File: src/rtl/core/lob_ram.sv
// Generic simple dual-port RAM with one write port and a registered read port.
// Depends on nothing else.
`timescale 1ns / 1ps

module lob_ram #(
  parameter int WIDTH = 8,
  parameter int DEPTH = 16
) (
  input  logic                     clk_i,
  input  logic                     we_i,
  input  logic [$clog2(DEPTH)-1:0] waddr_i,
  input  logic [WIDTH-1:0]         wdata_i,
  input  logic [$clog2(DEPTH)-1:0] raddr_i,
  output logic [WIDTH-1:0]         rdata_o
);

  logic [WIDTH-1:0] mem_q [DEPTH];
  logic [WIDTH-1:0] rdata_q;

  // Write port and registered read port.
  always_ff @(posedge clk_i) begin
    if (we_i) begin
      mem_q[waddr_i] <= wdata_i;
    end
    rdata_q <= mem_q[raddr_i];
  end

  assign rdata_o = rdata_q;

endmodule

File: config.mk
export PLATFORM = sky130hd
export DESIGN_NAME = lob_ram
export DESIGN_NICKNAME = d
export VERILOG_FILES = /design/src/rtl/core/lob_ram.sv
export SDC_FILE = /design/constraint.sdc
export NUM_CORES = 1
export LEC_CHECK = 0
export BUFFER_PORTS_ARGS = -buffer_cell sky130_fd_sc_hd__buf_2
export CAP_MARGIN = 20
export CORE_ASPECT_RATIO = 0.7
export CORE_UTILIZATION = 45
export DETAILED_ROUTE_END_ITERATION = 16
export GPL_ROUTABILITY_DRIVEN = 0
export HOLD_SLACK_MARGIN = 0.08
export PLACE_DENSITY_LB_ADDON = 0.05
export SLEW_MARGIN = 20
export SYNTH_ARGS = -nofsm -noshare
export SYNTH_HDL_FRONTEND = slang
export SYNTH_SLANG_ARGS = --single-unit
File: constraint.sdc
create_clock -name clk_i -period 2.7 [get_ports clk_i]
set_input_delay 0.675 -clock clk_i [delete_from_list [all_inputs] [get_ports clk_i]]
set_output_delay 0.675 -clock clk_i [all_outputs]
set_load 0.01 [all_outputs]
=== After elaboration in Yosys (flattened, before gate mapping) ===
Memories as Yosys holds them, arrays and structs flattened. A register that Yosys moved wholly into a read port is not among the register bits.
Index checks and enable logic that the tools add are counted.
W data, S select, Z words.

* Bits in registers: 0
* RAM bits: 128
* Input bits: 18
* Output and inout bits: 8
* Memories kept: 1

{| class="wikitable"
|+ Memory list
! memory !! depth !! bits a word !! rd ports !! clocked after memory_dff !! wr ports !! RTL line !! source
|-
| mem_q || 16 || 8 || 1 || 1 || 1 || 17 || <nowiki>logic [WIDTH-1:0] mem_q [DEPTH];</nowiki>
|}

* Multiplexer cells: 2

{| class="wikitable"
|+ Operators with widths
! cell !! number
|-
| $mux W1 || 2
|}

=== Logic depth before layout (Yosys ltp) ===
* Depth in word-level cells: 2
* Mapped depth: 5
* Gate-level depth less buffers: 3

=== Worst setup path before layout ===
OpenSTA, ideal clock, no wires.

* Path type: input to register
* Start point: input port waddr_i[2]
* End point: memory mem_q[0][0] (enable)
* Arrival: 1.785 ns
* Slack: 0.532 ns
* Stages on the path: 2
* Cells stage by stage: or3b_2 -> nor3_1

{| class="wikitable"
|+ RTL lines
! what !! RTL line !! source
|-
| from (decl) || 11 || <nowiki>input logic [$clog2(DEPTH)-1:0] waddr_i,</nowiki>
|-
| to (decl) || 17 ||
|}

No word-level cell before the write port.

==> impl_summary.txt <==
----------------------------------------------------
[Outcome]
  Outcome ... complete, no violations

[Final layout]
  Share of final-layout standard cells stronger than drive strength 1 ... 30.8%
  Layout Area Growth over Synthesis ... 19.6%
  Post-route design area ... 6160 um^2
  Nets ... 300
  Core occupancy in the finished layout ... 55.5%
  Count of placed standard cells in the final layout, fillers left out ... 448
  Diode insertion count for antenna repair ... 0
  Number of fill cells ... 839

[Setup path]
  Startpoint kind of the worst setup timing path ... primary input
  Nature of the critical path endpoint ... flop
  CP required ... 3.00 ns
  WS Path Type ... in -> reg
  Arrival @ worst endpoint ... 2.09 ns
  Critical path peak fanout ... 32

[Global routing]
  Maximum number of pins on one net before global-route repair ... 33
  Initial antenna violation count ... 0
  Total grt overflow ... 0
  Wire length of the first global-routing pass ... 15.3 mm
  GRT Util Overall ... 19.5%
  Via count of the first global-routing pass ... 2383

[Clocking]
  Number of gates given a new drive strength after cts ... 0
  Later-pin clock latency in the skew report ... 0.41 ns
  Postcts setup bufs ... 0
  Post-CTS Hold Buffers ... 0
  Clock transition time at the flip-flop clock pins of the worst setup and hold paths ... 0.06 ns
  Clock tree root driver cell ... sky130_fd_sc_hd__clkbuf_16
  Number of buffers created by CTS ... 17
  Number of sinks handled by clock tree synthesis ... 136
  Longest Clk Path Bufs ... 2
  H-tree depth ... 4
  CTS tree ... done

[Logic synthesis]
  Asr flop ratio synth ... 0%
  Syn nets ... 247
  Yosys Warn Count ... 0
  Number of library cell types mapped by synthesis ... 19
  Seq/Total Area, Yosys ... 77.8%
  Mapped Cells ... 229
  Post-synth EDFFs ... 128
  Top_reg_cell synth ... sky130_fd_sc_hd__edfxtp_1
  Flip-flop and latch count after synthesis ... 136
  Post-synthesis cell area ... 5150 um^2
  Avg Inst Size Synth ... 22.5 um^2

[Timing]
  Worst clock skew ... 0.00657 ns
  Setup WS post-layout ... 0.909 ns
  Hold WS ... 0.650 ns
  Period utilisation layout ... 66.3%
  Max Transition Viols Final ... 0
  Worst slew margin ... 46.6%
  Achievable frequency ... 558 MHz
  Worst slew pin tran ... 0.800 ns
  Hold violation count in the final report ... 0
  RSZ-0062 raised after global routing ... no
  Final critical-path required period ... 1.79 ns
  Sum of negative setup slack ... 0 ns
  Final number of setup-violating endpoints ... 0

[Routing]
  Wire length after detailed routing ... 10.3 mm
  Remaining DRCs ... 0
  Detailed-route wire length per cell ... 23.0 um
  Ratio of routed vias to standard cells ... 5.42
  Total iterations of the first detailed-routing run ... 4
  DRC marker count from the first detailed-route iteration ... 159
  DR vias ... 2426
  Number of antenna-violating nets in the routed design ... 0

[Pwr]
  Worst-case vdd ir drop ... 0.494 mV
  Tot Pwr ... 4.96 mW
  Pwr dens ... 805 nW/um^2
  Leakage power ... 2.08 nW

[Floorplanning]
  Initial Utilization ... 46.4%
  IO Pins ... 26
  Core Box Area ... 11100 um^2
  Number of standard-cell rows in the floorplan ... 32
  Area of the die ... 11900 um^2
  Die outline width ... 130 um
  Y dimension of the die ... 91.5 um

[Placement]
  Place WS ... 0.448 ns
  PortBufs ... 25
  Estimated wirelength of the detail-placed design ... 6.61 mm
  Dpl cell area ... 5550 um^2
  Placed cell count ... 416

[Job]
  Max-capacitance violation count ... 0

[Worst hold path]
  Path category of the worst min-delay check ... in -> reg

----------------------------------------------------
==> sequential cells by signal, indices dropped and copies added (netlist names) <==
signal and cells:
mem_q 128, rdata_o 8
==> final timing paths <==
path	start	end	slack, ns	cells past startpoint
min reg2reg	mem_q[14][0]	rdata_o[0]	0.66	3
max reg2reg	mem_q[1][0]	rdata_o[0]	1.28	3
max	raddr_i[0]	rdata_o[0]	0.91	5
min	wdata_i[1]	mem_q[11][1]	0.65	1
==> cell usage after synthesis, drive strengths merged (2+ instances only) <==
master | count | area share, %
edfxtp | 128 | 75
mux4 | 32 | 15
a22oi | 16 | 2.3
nor2 | 13 | 0.95
nand2 | 9 | 0.66
dfxtp | 8 | 3.1
buf | 7 | 1.1
nor3 | 4 | 0.39
clkdlybuf4s25 | 3 | 0.58
nand2b | 2 | 0.24
nand3b | 2 | 0.29
==> cells in the final DEF, fill, tap and decap left out, types with 4 or more instances in the layout <==
cell	n
sky130_fd_sc_hd__dfxtp_1	8
sky130_fd_sc_hd__a22oi_1	16
sky130_fd_sc_hd__clkbuf_16	17
sky130_fd_sc_hd__mux4_1	14
sky130_fd_sc_hd__buf_2	25
sky130_fd_sc_hd__nor3_1	4
sky130_fd_sc_hd__bufinv_16	4
sky130_fd_sc_hd__mux4_2	18
sky130_fd_sc_hd__nand2_1	9
sky130_fd_sc_hd__buf_4	17
sky130_fd_sc_hd__nor2_1	13
sky130_fd_sc_hd__clkinvlp_4	6
sky130_fd_sc_hd__edfxtp_1	128
==> cells by family (layout without fill, tap and decap cells) <==
group | after synthesis | count (layout) | share of synthesized area (%)
simple gates | 35 | 35 | 3.18
buf+inv | 10 | 76 | 1.68
compound gates | 16 | 16 | 2.33
mux | 32 | 32 | 15.0
flops | 136 | 136 | 77.8
==> report_power, final <==
group / switching, mW / internal, mW / leakage [nW]
Clock: 0.824 / 1.53 / 0.277
Sequential: 0.0163 / 2.36 / 1.22
Combinational: 0.130 / 0.0948 / 0.581
Total: 0.971 / 3.99 / 2.08
==> per-layer routing <==
| layer | track usage, % | share of wire, % |
|---|---|---|
| met1 | 29.6 | 51 |
| met2 | 26.8 | 44 |
| met3 | 4.71 | 3.5 |
| met4 | 8.43 | 1.7 |
| met5 | 0 | 0 |
==> final cells by class <==
cell class / count / area (um^2) / share of cell area [%]
Sequential cell: 136 / 4000 / 65.0
Multi-Input combinational cell: 83 / 1060 / 17.2
Clock buffer: 18 / 429 / 6.97
Timing Repair Buffer: 44 / 293 / 4.76
Tap cell: 153 / 191 / 3.11
Clock inverter: 14 / 181 / 2.95
==> critical path, stage by stage <==
cell,delay [ns]
sky130_fd_sc_hd__buf_2,0.10
sky130_fd_sc_hd__buf_12,0.26
sky130_fd_sc_hd__mux4_1,0.70
sky130_fd_sc_hd__a22oi_1,0.27
sky130_fd_sc_hd__nand2_1,0.07
No activity file was read; power rests on OpenSTA's default activity.
